[src/hdl/epr_pkg.sv]
// ----------------------------------------------------------------------------
// epr_pkg
// Shared types and constants of the escaped packet receiver.
// ----------------------------------------------------------------------------
package epr_pkg;

	localparam int BYTE_W            = 8;
	localparam int LEN_W             = 5;
	localparam int MAX_PAYLOAD       = 31;
	localparam int MAX_RAW_BYTES_DEF = 32;
	localparam int CFG_IDX_W         = 2;
	localparam int OUT_DATA_W        = 32;

	localparam logic [BYTE_W-1:0] HEADER_RST  = 8'd2;
	localparam logic [BYTE_W-1:0] END_RST     = 8'd3;
	localparam logic [BYTE_W-1:0] ESCAPE_RST  = 8'd27;
	localparam logic [BYTE_W-1:0] ADDRESS_RST = 8'd1;

	typedef enum logic [CFG_IDX_W-1:0] {
		REG_HEADER,
		REG_END,
		REG_ESCAPE,
		REG_ADDRESS
	} cfg_reg_t;

	typedef enum logic [2:0] {
		ST_HUNT,
		ST_DEST,
		ST_SRC,
		ST_CMD,
		ST_DATA,
		ST_EVAL,
		ST_READ,
		ST_EMIT
	} state_t;

	typedef struct packed {
		logic start;
		logic add_dest;
		logic load_sender;
		logic load_command;
		logic data_byte;
		logic clr_idx;
		logic rd;
		logic next;
	} cmd_t;

	typedef struct packed {
		logic eq_hdr;
		logic eq_end;
		logic eq_addr;
		logic raw_full;
		logic pkt_ok;
		logic pkt_empty;
		logic rd_last;
	} sts_t;

endpackage

[src/hdl/epr_ctrl.sv]
// ----------------------------------------------------------------------------
// epr_ctrl
// Packet phase controller: steers the datapath per received beat and
// sequences the payload readout.
// ----------------------------------------------------------------------------
module epr_ctrl import epr_pkg::*; (
	input  logic clk,
	input  logic arst_n,
	input  logic s_tvalid,
	output logic s_tready,
	output logic m_tvalid,
	input  logic m_tready,
	input  sts_t sts,
	output cmd_t cmd
);

	state_t state_q;
	state_t state_d;

	always_ff @(posedge clk or negedge arst_n) begin
		if (!arst_n) begin
			state_q <= ST_HUNT;
		end else begin
			state_q <= state_d;
		end
	end

	always_comb begin
		state_d = state_q;
		unique case (state_q)
			ST_HUNT: begin
				if (s_tvalid && sts.eq_hdr) begin
					state_d = ST_DEST;
				end
			end
			ST_DEST: begin
				if (s_tvalid) begin
					if (sts.eq_addr) begin
						state_d = ST_SRC;
					end else if (sts.eq_hdr) begin
						state_d = ST_DEST;
					end else begin
						state_d = ST_HUNT;
					end
				end
			end
			ST_SRC: begin
				if (s_tvalid) begin
					state_d = ST_CMD;
				end
			end
			ST_CMD: begin
				if (s_tvalid) begin
					state_d = ST_DATA;
				end
			end
			ST_DATA: begin
				if (s_tvalid) begin
					priority if (sts.eq_end) begin
						state_d = ST_EVAL;
					end else if (!sts.raw_full) begin
						state_d = ST_DATA;
					end else if (sts.eq_hdr) begin
						state_d = ST_DEST;
					end else begin
						state_d = ST_HUNT;
					end
				end
			end
			ST_EVAL: begin
				priority if (!sts.pkt_ok) begin
					state_d = ST_HUNT;
				end else if (sts.pkt_empty) begin
					state_d = ST_EMIT;
				end else begin
					state_d = ST_READ;
				end
			end
			ST_READ: begin
				state_d = ST_EMIT;
			end
			ST_EMIT: begin
				if (m_tready) begin
					state_d = sts.rd_last ? ST_HUNT : ST_READ;
				end
			end
			default: begin
				state_d = ST_HUNT;
			end
		endcase
	end

	always_comb begin
		cmd      = '0;
		s_tready = 1'b0;
		m_tvalid = 1'b0;
		unique case (state_q)
			ST_HUNT: begin
				s_tready  = 1'b1;
				cmd.start = s_tvalid && sts.eq_hdr;
			end
			ST_DEST: begin
				s_tready     = 1'b1;
				cmd.add_dest = s_tvalid && sts.eq_addr;
				cmd.start    = s_tvalid && !sts.eq_addr && sts.eq_hdr;
			end
			ST_SRC: begin
				s_tready        = 1'b1;
				cmd.load_sender = s_tvalid;
			end
			ST_CMD: begin
				s_tready         = 1'b1;
				cmd.load_command = s_tvalid;
			end
			ST_DATA: begin
				s_tready      = 1'b1;
				cmd.data_byte = s_tvalid && !sts.eq_end && !sts.raw_full;
				cmd.start     = s_tvalid && !sts.eq_end && sts.raw_full && sts.eq_hdr;
			end
			ST_EVAL: begin
				cmd.clr_idx = 1'b1;
			end
			ST_READ: begin
				cmd.rd = 1'b1;
			end
			ST_EMIT: begin
				m_tvalid = 1'b1;
				cmd.next = m_tready;
			end
			default: begin
				cmd = '0;
			end
		endcase
	end

endmodule

[src/hdl/epr_dp.sv]
// ----------------------------------------------------------------------------
// epr_dp
// Receiver datapath: configuration registers, marker compares, checksum,
// unescaping, body memory and result fields.
// ----------------------------------------------------------------------------
module epr_dp import epr_pkg::*; #(
	parameter int MAX_RAW_BYTES = MAX_RAW_BYTES_DEF
) (
	input  logic                 clk,
	input  logic                 arst_n,
	input  logic [BYTE_W-1:0]    rx_byte,
	input  logic                 cfg_valid,
	input  logic [CFG_IDX_W-1:0] cfg_index,
	input  logic [BYTE_W-1:0]    cfg_data,
	input  cmd_t                 cmd,
	output sts_t                 sts,
	output logic [BYTE_W-1:0]    payload_byte,
	output logic [BYTE_W-1:0]    sender,
	output logic [BYTE_W-1:0]    command,
	output logic [LEN_W-1:0]     payload_length,
	output logic                 is_last
);

	localparam int CW = $clog2(MAX_RAW_BYTES + 1);
	localparam int AW = $clog2(MAX_RAW_BYTES);

	logic [BYTE_W-1:0] header_q;
	logic [BYTE_W-1:0] end_q;
	logic [BYTE_W-1:0] escape_q;
	logic [BYTE_W-1:0] address_q;

	logic [CW-1:0]     raw_count_q;
	logic [CW-1:0]     body_count_q;
	logic [CW-1:0]     idx_q;
	logic              esc_pending_q;
	logic [BYTE_W-1:0] sum_q;
	logic [BYTE_W-1:0] last_q;
	logic [BYTE_W-1:0] sender_q;
	logic [BYTE_W-1:0] command_q;
	logic [BYTE_W-1:0] rd_data_q;

	logic [BYTE_W-1:0] mem [MAX_RAW_BYTES];

	logic [BYTE_W-1:0] keep_val;
	logic              keep;
	logic              store;
	logic [CW-1:0]     plen;

	always_ff @(posedge clk or negedge arst_n) begin
		if (!arst_n) begin
			header_q  <= HEADER_RST;
			end_q     <= END_RST;
			escape_q  <= ESCAPE_RST;
			address_q <= ADDRESS_RST;
		end else if (cfg_valid) begin
			unique case (cfg_reg_t'(cfg_index))
				REG_HEADER:  header_q  <= cfg_data;
				REG_END:     end_q     <= cfg_data;
				REG_ESCAPE:  escape_q  <= cfg_data;
				REG_ADDRESS: address_q <= cfg_data;
				default:     header_q  <= header_q;
			endcase
		end
	end

	assign keep_val = esc_pending_q ? ~rx_byte : rx_byte;
	assign keep     = cmd.data_byte && (esc_pending_q || (rx_byte != escape_q));
	assign store    = keep && (body_count_q < CW'(MAX_RAW_BYTES));

	always_ff @(posedge clk or negedge arst_n) begin
		if (!arst_n) begin
			raw_count_q   <= '0;
			body_count_q  <= '0;
			idx_q         <= '0;
			esc_pending_q <= 1'b0;
			sum_q         <= '0;
			last_q        <= '0;
			sender_q      <= '0;
			command_q     <= '0;
		end else begin
			if (cmd.start) begin
				sum_q         <= rx_byte;
				raw_count_q   <= '0;
				body_count_q  <= '0;
				esc_pending_q <= 1'b0;
			end
			if (cmd.add_dest) begin
				sum_q <= sum_q + rx_byte;
			end
			if (cmd.load_sender) begin
				sender_q <= rx_byte;
				sum_q    <= sum_q + rx_byte;
			end
			if (cmd.load_command) begin
				command_q <= rx_byte;
				sum_q     <= sum_q + rx_byte;
			end
			if (cmd.data_byte) begin
				raw_count_q   <= raw_count_q + CW'(1);
				esc_pending_q <= !esc_pending_q && (rx_byte == escape_q);
			end
			if (keep) begin
				sum_q <= sum_q + keep_val;
			end
			if (store) begin
				body_count_q <= body_count_q + CW'(1);
				last_q       <= keep_val;
			end
			if (cmd.clr_idx) begin
				idx_q <= '0;
			end
			if (cmd.next) begin
				idx_q <= idx_q + CW'(1);
			end
		end
	end

	always_ff @(posedge clk) begin
		if (store) begin
			mem[body_count_q[AW-1:0]] <= keep_val;
		end
	end

	always_ff @(posedge clk) begin
		if (cmd.rd) begin
			rd_data_q <= mem[idx_q[AW-1:0]];
		end
	end

	assign plen = body_count_q - CW'(1);

	always_comb begin
		sts.eq_hdr    = (rx_byte == header_q);
		sts.eq_end    = (rx_byte == end_q);
		sts.eq_addr   = (rx_byte == address_q);
		sts.raw_full  = (raw_count_q == CW'(MAX_RAW_BYTES));
		sts.pkt_empty = (body_count_q == CW'(1));
		sts.pkt_ok    = (raw_count_q != '0) && !esc_pending_q && (body_count_q != '0)
			&& (32'(body_count_q) <= 32'(MAX_PAYLOAD + 1))
			&& ((sum_q - last_q) == last_q);
		sts.rd_last   = sts.pkt_empty
			|| (({1'b0, idx_q} + (CW + 1)'(2)) == {1'b0, body_count_q});
	end

	assign payload_byte   = sts.pkt_empty ? '0 : rd_data_q;
	assign sender         = sender_q;
	assign command        = command_q;
	assign payload_length = LEN_W'(plen);
	assign is_last        = sts.rd_last;

endmodule

[src/hdl/escaped_packet_receiver_unit.sv]
// After its end byte is taken, a good packet passes the evaluation and read states before
// its first beat is offered; an empty payload skips the read state; a rejected packet
// returns from evaluation to hunting. Throughput: one received byte per cycle while parsing;
// in readout each result is first registered from the body memory, then held until taken.
// No byte is taken during checksum evaluation and payload readout.
// Reset (arst_n low) returns phase, counters and marker registers to their defaults at once.
// ----------------------------------------------------------------------------
// escaped_packet_receiver_unit
// Receives framed, escaped packets byte by byte and streams the payload of
// each good packet addressed to this unit.
// ----------------------------------------------------------------------------
module escaped_packet_receiver_unit import epr_pkg::*; #(
	parameter int MAX_RAW_BYTES = MAX_RAW_BYTES_DEF
) (
	input  logic                  clk,
	input  logic                  arst_n,
	input  logic                  s_tvalid,
	output logic                  s_tready,
	input  logic [BYTE_W-1:0]     s_tdata,   // [7:0] rx_byte
	output logic                  m_tvalid,
	input  logic                  m_tready,
	output logic [OUT_DATA_W-1:0] m_tdata,   // [7:0] payload_byte, [15:8] sender,
	                                         // [23:16] command, [28:24] payload_length
	output logic                  m_tlast,
	input  logic                  cfg_valid,
	output logic                  cfg_ready,
	input  logic [CFG_IDX_W-1:0]  cfg_index,
	input  logic [BYTE_W-1:0]     cfg_data
);

	cmd_t              cmd;
	sts_t              sts;
	logic [BYTE_W-1:0] payload_byte;
	logic [BYTE_W-1:0] sender;
	logic [BYTE_W-1:0] command;
	logic [LEN_W-1:0]  payload_length;

	epr_ctrl u_ctrl (
		.clk      (clk),
		.arst_n   (arst_n),
		.s_tvalid (s_tvalid),
		.s_tready (s_tready),
		.m_tvalid (m_tvalid),
		.m_tready (m_tready),
		.sts      (sts),
		.cmd      (cmd)
	);

	epr_dp #(
		.MAX_RAW_BYTES (MAX_RAW_BYTES)
	) u_dp (
		.clk            (clk),
		.arst_n         (arst_n),
		.rx_byte        (s_tdata),
		.cfg_valid      (cfg_valid),
		.cfg_index      (cfg_index),
		.cfg_data       (cfg_data),
		.cmd            (cmd),
		.sts            (sts),
		.payload_byte   (payload_byte),
		.sender         (sender),
		.command        (command),
		.payload_length (payload_length),
		.is_last        (m_tlast)
	);

	assign cfg_ready = 1'b1;
	assign m_tdata   = {(OUT_DATA_W - 3 * BYTE_W - LEN_W)'(0), payload_length, command,
		sender, payload_byte};

	a_no_overlap: assert property (@(posedge clk) disable iff (!arst_n)
		!(s_tready && m_tvalid))
		else $error("Input and output beats overlap.");

	a_resume: assert property (@(posedge clk) disable iff (!arst_n)
		m_tvalid && m_tready && m_tlast |=> s_tready && !m_tvalid)
		else $error("Receiver did not resume after the final beat.");

	a_empty_last: assert property (@(posedge clk) disable iff (!arst_n)
		m_tvalid && (m_tdata[28:24] == '0) |-> m_tlast && (m_tdata[7:0] == '0))
		else $error("Empty payload beat is not a single zero beat.");

endmodule
[config.mk]
export PLATFORM = sky130hd
export DESIGN_NAME = escaped_packet_receiver_unit
export DESIGN_NICKNAME = d
export VERILOG_FILES = /design/src/hdl/epr_pkg.sv /design/src/hdl/epr_ctrl.sv /design/src/hdl/epr_dp.sv /design/src/hdl/escaped_packet_receiver_unit.sv
export SDC_FILE = /design/constraint.sdc
export NUM_CORES = 1
export LEC_CHECK = 0
export BUFFER_PORTS_ARGS = -buffer_cell sky130_fd_sc_hd__clkbuf_2
export CORE_MARGIN = 10
export CORE_UTILIZATION = 24
export DETAILED_ROUTE_END_ITERATION = 7
export GPL_TIMING_DRIVEN = 0
export SLEW_MARGIN = 20
export SYNTH_ARGS = -nofsm -noshare
export SYNTH_HDL_FRONTEND = slang
export SYNTH_SLANG_ARGS = --single-unit
[constraint.sdc]
create_clock -name clk -period 8.4 [get_ports clk]
set_clock_uncertainty 0.1 [all_clocks]
set_input_delay 1.26 -clock clk [delete_from_list [all_inputs] [get_ports clk]]
set_output_delay 1.26 -clock clk [all_outputs]
set_load 0.02 [all_outputs]
==> results.md, run 1 <==
Final layout:
- For this run, the post-layout net count is around 1,200.
- The filler cell count is 6,449.
- Excluding fillers, the count of instances in the completed layout stands at 2,036.
- The total area of sequential cells is 10,060 um2.
- The post-route netlist has a little under a quarter of its cells at a drive strength greater than 1.
- Relative to the synthesized area, the layout overhead comes to 18.52%.
- Once layout is done, the placed cells without fillers occupy 18,720 um2.
- Cells fill 28.88% of the core in the end.
- 0 antenna diodes ended up in the layout.
- The area occupied by multi-input gates is 5494 um2.

Timing:
- The number of slew-limit violations in the final report came to 0.
- The final clock period utilization by the worst path is 47.61%.
- The worst pin sits at a relative slew slack of around two fifths.
- For the pin with the worst max-slew slack, the measured transition is between 0.8 and 0.9 ns.
- The smallest hold slack is 0.4012 ns.
- The count of final hold-check violations was 0.
- Adding up every negative setup slack in the final design gives 0 ns.
- Static timing analysis puts the maximum clock frequency at roughly 250 MHz.
- The count of final setup violators is 0.
- The minimum clock period is 3.999 ns.
- Setup repair after global routing left no endpoint under its margin.

Global routing:
- The global-route wire length before repair is roughly 59 mm.
- The total global routing overflow is 0.
- The maximum number of pins on one net before global-route repair is 86.
- The number of antenna violations at the first check in global routing is 3.
- The via count of the first global-routing pass was 9,602.
- Global routing used under 10% of the available tracks.

Yosys:
- The most used standard cell by instance count after synthesis is edfxtp_1.
- The cell count after synthesis is 1,048.
- Counting distinct cell types in the post-synthesis netlist gives between 70 and 80.
- During synthesis, Yosys emitted a total of 0 warnings.
- The synthesized design devotes to its leading area cell type 50.20% of total area.
- Each instance of the synthesized netlist takes up on average 15.07 um2.
- By area the synthesized netlist is led by edfxtp_1, dfrtp_1, mux4_2.
- The post-synthesis cell area is 15,790 um2.
- The synthesized design contains 349 register bits.
- After synthesis, the share of flip-flops with an asynchronous set or reset is 24.36%.
- The number of synthesized flops with an enable pin is 264.
- The commonest register cell after synthesis is edfxtp_1.
- The most area-hungry cell type in the Yosys netlist is edfxtp_1.
- Sorting the synthesized cells by how often they occur yields edfxtp_1, dfrtp_1, nor2_1, mux4_2, mux2_2.
- After synthesis, flip-flops and latches occupy a little under two thirds of the total area.

Run:
- Across the run, the number of max-cap violations was 0.

Clock network:
- In this run the clock root is driven by a clkbuf_16.
- The TritonCTS clock tree is built.
- The clock buffer count from CTS is 38.
- The clock net in this run drives a total of ~350 sinks.
- After clock tree synthesis, the clock-pin slew on the worst setup and hold paths is 0.06 ns.
- The number of buffers inserted to repair setup after CTS is 0.
- The number of hold-repair buffers added at the cts stage is 0.
- In this run the number of H-tree levels came out at 2.
- The clock latency at the later pin of the worst-skew pair is 0.54 ns.
- The post-cts sizing count is 0.
- The clock passes through at most 3 buffers.

Critical path:
- The sort of element at the start of the critical path is a flip-flop.
- The signal on the critical path passes through buf_2, nand3_1, xor2_1, a21oi_1, a31o_2, clkbuf_2.
- The peak fanout along the critical path is 10.
- The critical setup path kind is flip-flop to output port.
- Among all stages on the critical path, the largest delay is contributed by nand3_1.
- The largest single stage delay on the critical path is 0.43 ns.
- The kind of end point of the critical path is an output port.
- STA puts the critical path data arrival time at about 2.6 ns.
- Data on the critical path is required at its endpoint by 7.04 ns.

Floorplan:
- The number of placement rows is 93.
- The core box area is 64,810 um2.
- The starting utilization of the core area is 24.37%.
- The floorplan die area is 76,460 um2.
- The chip width is 276.5 um.
- In this run the count of I/O pins placed on the die edge is 59.
- The vertical extent of the die is 276.5 um.

Place:
- After detailed placement, the total cell area comes to 17,480 um2.
- Once placement completed, the tool counted placed cells totaling 1,966.
- Detailed placement ended at an HPWL of ~27 mm.
- The count of buffers from port buffering is 53.
- The final weighted congestion in routability-driven placement is 0.7970.

Routing:
- For this run, design rule violations remaining after detail routing come to 0.
- The routed layout has 9,239 vias.
- After detailed routing, the average wire length per cell comes to 18.79 um.
- The number of iterations in the first detailed-routing pass is 4.
- The antenna violation net count after detailed routing is 0.
- Summed over all layers, the routed wires come to around 38 mm.
- After detailed routing, the number of vias per cell comes to 4.538.
- The starting DRC count in detailed routing is 697.

Power:
- The static leakage power is 6.370 nW.
- IR analysis of the VDD net gives a maximum drop of around 0.20 mV.
- For this design the ratio of total power to cell area is 221.6 nW/um2.

Worst hold path:
- The min-delay analysis places its worst path in the category flip-flop to flip-flop.

Status:
- The flow ran to the end, and the final reports show no timing, DRC or antenna violations.
[power by group]
group          total (mW)  internal [mW]  switching (mW)  leakage, nW
sequential           1.99           1.93          0.0568         3.43
clock                1.63          0.947           0.687        0.590
combinational       0.523          0.234           0.289         2.35
total                4.15           3.11            1.03         6.37
[placed cells by master, fill, tap and decap left out, types with 6 or more instances in the layout]
cell type    n
nand3_1     17
clkbuf_16   39
o21bai_1     6
xnor2_1     40
o21ai_0     33
nor3_2       6
nor2_1      73
dfstp_2      8
o31ai_1      8
nand4_1      8
nor2b_1      6
clkinv_2     6
mux4_2      52
nand3b_1     7
nand2_1     41
and2_1      13
xor2_4       8
inv_1       30
o221ai_1     9
o22ai_1      9
buf_4       12
clkbuf_2    52
nor3_1       8
clkinv_1    10
ha_1        30
dfrtp_1     77
edfxtp_1   264
a211oi_1     8
xor2_1      27
a2111oi_0   10
mux2_2      47
buf_2       16
mux2i_1     42
a21oi_1     21
and3_1       8
clkbuf_1    32
[cells by family after synthesis]
logic type | Yosys count | share of synthesized area, %
and+or+nand+nor | 215 | 6.893
muxes | 141 | 13.43
xor gates and xnor gates | 75 | 4.159
adders and majority gates | 33 | 2.757
other | 2 | 0.04755
DFF | 349 | 63.73
buffers and inverters | 89 | 2.670
AOI/OAI and AO/OA | 144 | 6.315
[final timing paths]
check                                from              endpoint  slack, ns  cells after the start
min                        u_dp.sender[7]        u_dp.sender[7]       0.40                      1
min in group asynchronous          arst_n        u_dp.sender[3]       0.69                      1
max in group asynchronous          arst_n  u_dp.body_count_q[5]       7.02                      1
max                         u_dp.idx_q[1]               m_tlast       4.40                      6
min reg2reg                u_dp.sender[7]        u_dp.sender[7]       0.40                      1
max reg2reg                 u_dp.idx_q[1]     u_dp.rd_data_q[4]       4.90                      6
[registers in the layout (all words and copies together), names as in the netlist]
signal / cells
u_dp.mem: 256
u_dp.body_count_q: 6
u_dp.end_q: 8
u_dp.address_q: 8
u_dp.sender: 8
u_dp.rd_data_q: 8
u_ctrl.state_q: 3
u_dp.last_q: 7
u_dp.idx_q: 6
u_dp.esc_pending_q: 1
u_dp.sum_q: 8
u_dp.header_q: 8
u_dp.raw_count_q: 6
u_dp.escape_q: 8
u_dp.command: 8
[per-stage QoR]
step | power, mW | setup slack [ns]
after floorplan | 2.392 | 4.319
after global placement | 2.523 | 2.604
after detailed placement | 2.551 | 3.592
after CTS | 4.184 | 4.161
after global routing | 4.320 | 4.227
final | 4.148 | 4.401
[cell type report]
class | instances | area share [%]
Clock inverter | 23 | 1.090
Buffer | 59 | 1.651
Multi-Input combinational cell | 612 | 29.35
Clock buffer | 47 | 5.375
Timing Repair Buffer | 61 | 2.440
Inverter | 30 | 0.6016
Tap cell | 855 | 5.716
Sequential cell | 349 | 53.77
[critical path, delay by kind of cell, from the launching register on]
| kind | cells | cell delay [ns] |
|---|---|---|
| buf+inv | 2 | 0.55 |
| xor+xnor | 1 | 0.27 |
| flops | 1 | 0.39 |
| simple gates | 1 | 0.43 |
| compound gates | 2 | 0.47 |
[layer usage]
metal,vias up,part of all wire [%],global-route usage [%]
li1,4215,-,-
met1,4705,45,12.79
met3,66,6.5,2.636
met5,-,0.089,0
met4,6,2.2,2.655
met2,247,46,15.43
No activity file was read; power rests on OpenSTA's default activity.
==> inputs of run 2 (changes only) <==
Clock period 8.4 ns to 3.65 ns, I/O delays scaled along.
==> run 2 against run 1 <==
Sequential power rose by 130%; clock power grew 130%; combinational power grew 130%; critical endpoint is now u_dp.mem[24][5].
==> results.md, run 2 (synthesis results as in run 1) <==
Status:
- The flow ran to the end, and the final reports show no timing, DRC or antenna violations.

Timing:
- The worst slew margin relative to its limit was 36.58% (-2.5 points).
- The slew of the pin with the lowest slew margin came to 0.9479 ns (+0.05758 ns).
- The worst path uses between 90% and 100% of the clock period.
- The peak clock frequency supported by timing is 284.2 MHz.
- The smallest hold slack was 0.2128 ns (-0.1884 ns).
- The count of final hold-check violations is 0 (unchanged).
- The number of slew-limit violations in the final report is 0 (unchanged).
- Setup repair after global routing could not meet its margin everywhere.
- The count of final setup violators is 0 (unchanged).
- The minimum clock period is 3.519 ns.
- The final sum of negative setup slack is 0 ns (unchanged).

Global routing:
- The number of antenna violations at the first check in global routing is 2 (-1).
- The total global routing overflow is 0 (unchanged).
- The total global-route track usage is 9.717% (about the same).
- The met1 layer usage reported by global route is 12.88% (+0.089 points).
- The fraction of met3 tracks used by global routing is 2.510% (-0.13 points).
- The global-route wire length before repair is 58.63 mm (about the same).
- The met2 track utilization from global routing was 15.46% (+0.032 points).
- The via count of the first global-routing pass is 9,603 (+0.010%).
- The maximum number of pins on one net before global-route repair is 86 (unchanged).
- met2 is the most crowded layer.

Place:
- The count of buffers from port buffering is 53 (unchanged).
- The final weighted congestion in routability-driven placement is 0.7970 (unchanged).
- The detailed placer's ending HPWL is 26.90 mm (unchanged).
- The number of cells in the design after placement is 1,966 (unchanged).

Final layout:
- The total inserted antenna cells is 0 (unchanged).
- The library cells used most frequently in the layout, excluding fill and tap cells, are edfxtp_1, dfrtp_1, nor2_1.
- The area occupied by multi-input gates was 5503 um2 (+0.16%).
- The number of standard cells in the final layout excluding fillers is 2,037 (+0.049%).
- The commonest non-fill, non-tap cell in the layout is edfxtp_1.
- The number of nets in the finished design is 1,208 (+0.083%).
- The share of cells above drive strength 1 is 23.86% (+0.23 points).
- The number of flip-flops under the largest register name is 256 (unchanged).
- The filler cell count is 6,449 (unchanged).
- The final core area utilization is 28.92% (+0.039 points).
- The total area of sequential cells came to 10,060 um2 (unchanged).
- From synthesis to final layout, the design area changed by 18.67%.

Clock network:
- The TritonCTS clock tree is built.
- The clock latency at the later pin of the worst-skew pair came to 0.54 ns (about the same).
- In this run the clock root is driven by a clkbuf_16.
- The maximum root-to-sink buffer count is 3 (unchanged).
- The number of sinks driven by the clock tree came to 349 (unchanged).
- The clock transition at the registers of the reported paths came to 0.06 ns (about the same).
- The number of buffers inserted to repair setup after CTS is 0 (unchanged).
- The maximum level of the CTS H-tree was 2 (unchanged).
- The clock buffer count from CTS is 38 (unchanged).

Critical path:
- The required time of the critical path was 3.72 ns (-3.32 ns).
- STA classifies the critical path endpoint as a flip-flop.
- The critical setup path kind is flip-flop to flip-flop.
- STA classifies the critical path startpoint as a flip-flop.
- The worst endpoint data arrival time is 3.59 ns (+0.95 ns).
- The peak fanout along the critical path is 10 (unchanged).

Routing:
- The number of vias after detailed routing is 9,229 (-0.11%).
- The total detailed-routing wirelength is 38.23 mm (about the same).
- The antenna violation net count after detailed routing is 0 (unchanged).
- The number of iterations in the first detailed-routing pass is 5 (+1).
- The routed length per placed instance is 18.77 um (-0.12%).
- The starting DRC count in detailed routing was 700 (+0.43%).
- The detailed-route vias per instance is 4.531 (-0.16%).
- The post-route DRC violation count was 0 (unchanged).

Worst hold path:
- The worst min-delay path class is primary input to flip-flop.

Floorplan:
- The count of boundary I/O pins is 59 (unchanged).
- The core box area is 64,810 um2 (unchanged).
- The floorplan die area is 76,460 um2 (unchanged).
- The chip width is 276.5 um (unchanged).
- The vertical extent of the die is 276.5 um (unchanged).
- The number of placement rows was 93 (unchanged).
- The starting utilization of the core area came to 24.37% (unchanged).

Power:
- The overall power of the completed layout is 9.547 mW (+130%).
- The total power per unit cell area is 509.4 nW/um2 (+130%).
- The maximum VDD drop is 0.4581 mV (+130%).
- The static leakage power is 6.377 nW (+0.12%).

Run:
- The max capacitance violation total is 0 (unchanged).
==> run 2: cell count changes in the layout (fill, tap and decap cells not counted), sizes merged <==
cell	change
buf	-1
dlygate4sd3	+1
clkdlybuf4s15	+1
==> run 2: what timing repair did <==
action	4_1_cts	5_1_grt
gates resized for setup	2	5
hold endpoints to repair	9	0
hold buffers	1	0
endpoints found under the setup margin	16	51
pin swaps	0	0
==> run 2: through the flow <==
stage               worst slack, ns  area [um2]
floorplan                    0.2812       15800
global placement             -1.434       17140
detailed placement          -0.4455       17480
CTS                         0.08513       18710
global route               -0.06100       18740
finish                       0.1309       18740
==> run 2: critical path, cell delays in order (launching register included) <==
cell	delay, ns
dfrtp_1	0.41
inv_1	0.06
ha_1	0.19
nor4b_2	0.16
nand2_1	0.15
o2111ai_2	0.28
nor3_2	0.43
buf_4	0.24
nand2_1	0.34
nor2_1	0.78
==> run 2: area by class of cell <==
| class | count | area share [%] |
|---|---|---|
| clock inverters | 23 | 1.088 |
| flip-flops and latches | 349 | 53.70 |
| plain buffers | 59 | 1.682 |
| well taps | 855 | 5.708 |
| inverters | 30 | 0.6008 |
| multi-input cells | 612 | 29.36 |
| clock buffers | 47 | 5.367 |
| repair buffers | 62 | 2.490 |
==> run 2: where the power goes <==
group	internal (mW)	switching (mW)	total [mW]	leakage [nW]
Combinational	0.538	0.666	1.20	2.35
Clock	2.18	1.58	3.76	0.590
Sequential	4.45	0.130	4.58	3.43
==> run 2: worst paths after layout <==
check	start	cells past startpoint	to	slack [ns]
setup / recovery	u_dp.raw_count_q[0]	9	u_dp.mem[24][5]	0.13
hold / removal	cfg_data[6]	2	u_dp.escape_q[6]	0.21
setup reg to reg	u_dp.raw_count_q[0]	9	u_dp.mem[24][5]	0.13
hold reg to reg	u_dp.sender[7]	1	u_dp.sender[7]	0.40
max in group asynchronous	arst_n	2	u_dp.body_count_q[5]	2.42
min in group asynchronous	arst_n	2	u_dp.sender[3]	0.54
==> run 2: per-layer routing <==
metal | up-vias | part of all wire (%)
met1 | 4692 | 46
met5 | - | 0.055
li1 | 4224 | -
met4 | 4 | 2.2
met2 | 245 | 46
met3 | 64 | 6.3
==> inputs of run 3 (changes only) <==
Settings changed: PLACE_DENSITY_LB_ADDON from default to 0.15.
==> run 3 against run 2 <==
Non-clock buffer count grew 2; count of clock-buffer cells in the layout rose by 7; critical path depth unchanged; worst setup slack lost 0.072 ns; cell count is 0.39% higher; critical path type unchanged.
==> results.md, run 3 (synthesis results as in run 1) <==
Status:
- The flow ran to the end, and the final reports show no timing, DRC or antenna violations.

Clock network:
- The clock latency at the later pin of the worst-skew pair is 0.57 ns (+0.03 ns).
- The number of buffers inserted to repair setup after CTS is 0 (unchanged).
- The number of sinks driven by the clock tree is 349 (unchanged).
- The clock transition at the registers of the reported paths came to 0.06 ns (about the same).
- TritonCTS built the clock tree.
- The maximum level of the CTS H-tree was 2 (unchanged).
- The clock buffer count from CTS is 42 (+11%).
- In this run the clock root is driven by a clkbuf_16.
- The maximum root-to-sink buffer count was 3 (unchanged).

Floorplan:
- The floorplan die area was 76,460 um2 (unchanged).
- The vertical extent of the die is 276.5 um (unchanged).
- The core box area is 64,810 um2 (unchanged).
- The chip width is 276.5 um (unchanged).
- The count of boundary I/O pins is 59 (unchanged).
- The starting utilization of the core area came to 24.37% (unchanged).
- The number of placement rows is 93 (unchanged).

Final layout:
- The commonest non-fill, non-tap cell in the layout is edfxtp_1.
- The final core area utilization is 29.21% (+0.29 points).
- The number of flip-flops under the largest register name came to 256 (unchanged).
- The total inserted antenna cells is 0 (unchanged).
- The share of cells above drive strength 1 is 24.62% (+0.76 points).
- The number of nets in the finished design is 1,214 (+0.50%).
- The library cells used most frequently in the layout, excluding fill and tap cells, are edfxtp_1, dfrtp_1, nor2_1.
- From synthesis to final layout, the design area changed by 19.88%.
- The filler cell count is 6,471 (+0.34%).

Timing:
- The worst slew margin relative to its limit is 29.59% (-7.0 points).
- The count of final setup violators is 0 (unchanged).
- The minimum clock period is 3.591 ns (+0.07220 ns).
- The minimum setup slack in the final design is 0.05875 ns (-0.07220 ns).
- The count of final hold-check violations is 0 (unchanged).
- The slew of the pin with the lowest slew margin is 1.051 ns (+0.1034 ns).
- The peak clock frequency supported by timing came to 278.5 MHz (-2.0%).
- The number of slew-limit violations in the final report is 0 (unchanged).
- The final clock period utilization by the worst path was 98.39% (+2.0 points).
- The final sum of negative setup slack is 0 ns (unchanged).
- Setup repair after global routing could not meet its margin everywhere.

Critical path:
- The required time of the critical path was 3.75 ns (+0.03 ns).
- The worst setup path is of the flip-flop to flip-flop kind.
- The reg-to-reg critical path endpoint is u_dp.mem[12][7].
- The kind of end point of the critical path is a flip-flop.
- The sort of element at the start of the critical path is a flip-flop.
- The critical register-to-register path startpoint is u_dp.raw_count_q[0].
- The worst endpoint data arrival time came to 3.69 ns (+0.10 ns).
- On the critical path, the stage with the largest delay is an instance of nor3_2.
- The peak fanout along the critical path was 10 (unchanged).
- The signal on the critical path passes through inv_1, ha_1, nor4b_2, nand2_1, o2111ai_2, nor3_2, buf_4, nand2_1, nor3_2.
- The number of cells traversed by the worst register-to-register path was 9 (unchanged).
- The largest incremental delay on the critical path is 0.80 ns (+0.02 ns).
- The minimum setup slack among reg-to-reg paths is 0.06 ns (-0.07 ns).

Worst hold path:
- The worst hold path begins at cfg_data[3].
- The endpoint of the worst hold-timing path is u_dp.end_q[3].
- The cell depth of the worst min-delay path is 2 (unchanged).
- The tightest min-delay check is of the primary input to flip-flop type.

Routing:
- The detailed-route vias per instance was 4.517 (-0.30%).
- The number of vias after detailed routing is 9,237 (+0.087%).
- The amount of wire on met2 after detailed routing is 20.65 mm (+18%).
- The antenna violation net count after detailed routing was 0 (unchanged).
- The total detailed-routing wirelength is 44.29 mm (+16%).
- The starting DRC count in detailed routing was 564 (-19%).
- The detailed-route wire length on metal 1 is 20.83 mm (+20%).
- The highest metal layer with signal wires is met5.
- The number of iterations in the first detailed-routing pass came to 5 (unchanged).
- The met3 routed wirelength is 1.917 mm (-20%).
- The post-route DRC violation count was 0 (unchanged).
- The routed length per placed instance came to 21.66 um (+15%).

Global routing:
- The total global routing overflow is 0 (unchanged).
- The via count of the first global-routing pass is 9,763 (+1.7%).
- The number of antenna violations at the first check in global routing is 1 (-1).
- The total global-route track usage is 11.32% (+1.6 points).
- The maximum number of pins on one net before global-route repair is 46 (-47%).
- The global-route wire length before repair is 65.41 mm (+12%).

Place:
- The final weighted congestion in routability-driven placement is 0.7523 (-5.6%).
- The count of buffers from port buffering is 53 (unchanged).
- The detailed placer's ending HPWL is 31.14 mm (+16%).
- The pre-CTS setup slack is -0.4650 ns (-0.01951 ns).

Power:
- The maximum VDD drop is 0.3380 mV (-26%).
- The total power per unit cell area came to 523.3 nW/um2 (+2.7%).
- The static leakage power is 6.468 nW (+1.4%).

Run:
- The max capacitance violation total is 0 (unchanged).
[run 3: final cells by class]
class                      count  area (um2)  area share [%]
clock buffer                  54        1137           6.008
inverter                      30       112.6          0.5948
sequential                   349       10060           53.16
tap                          855        1070           5.651
timing repair buffer          64       526.8           2.782
multi-input combinational    612        5509           29.10
clock inverter                22       200.2           1.057
buffer                        59       311.5           1.646
[run 3: how the worst max path moves through the flow]
stage | from | end | cells after the start
2_1_floorplan | s_tdata[1] | u_dp.sum_q[7] | 10
3_3_place_gp | s_tdata[1] | u_dp.sum_q[7] | 11
3_5_place_dp | s_tdata[1] | u_dp.mem[22][1] | 9
4_1_cts | u_dp.raw_count_q[0] | u_dp.mem[10][4] | 9
5_1_grt | u_dp.raw_count_q[0] | u_dp.mem[26][4] | 9
6_report | u_dp.raw_count_q[0] | u_dp.mem[12][7] | 9
[run 3: where the power goes]
part	switching, mW	leakage [nW]	internal [mW]
combinational	0.676	2.38	0.543
sequential	0.134	3.43	4.45
clock	1.69	0.657	2.41
[run 3: timing repair]
| action | CTS | global route |
|---|---|---|
| hold endpoints to repair | 32 | 0 |
| resized for setup | 1 | 6 |
| hold buffers | 1 | 0 |
| setup endpoints to repair | 21 | 105 |
[run 3: through the flow]
| stage | cells | hold WS, ns | power, mW | area [um2] |
|---|---|---|---|---|
| 2_1_floorplan | 1050 | 0.1519 | 5.505 | 15800 |
| 6_report | 2045 | 0.1789 | 9.907 | 18930 |
| 3_3_place_gp | 1958 | 0.3826 | 5.862 | 17140 |
| 3_5_place_dp | 1968 | 0.3964 | 5.905 | 17570 |
| 5_1_grt | 2045 | 0.1735 | 10.37 | 18930 |
| 4_1_cts | 2045 | 0.1496 | 10.07 | 18920 |
[run 3: metal layers]
layer  vias to the layer above  global-route usage, %
li1                       4240                      -
met1                      4759                  15.29
met2                       174                  18.25
met3                        62                  2.115
met4                         2                  3.088
met5                         -                      0
[run 3: critical path: cells and delay by family, from the launching register on]
kind | cells | cell delay, ns
flip-flops | 1 | 0.39
adder cells (fa/ha/maj) | 1 | 0.19
AO/OA/AOI/OAI | 1 | 0.29
AND/OR/NAND/NOR | 5 | 1.95
buffers and inverters | 2 | 0.31
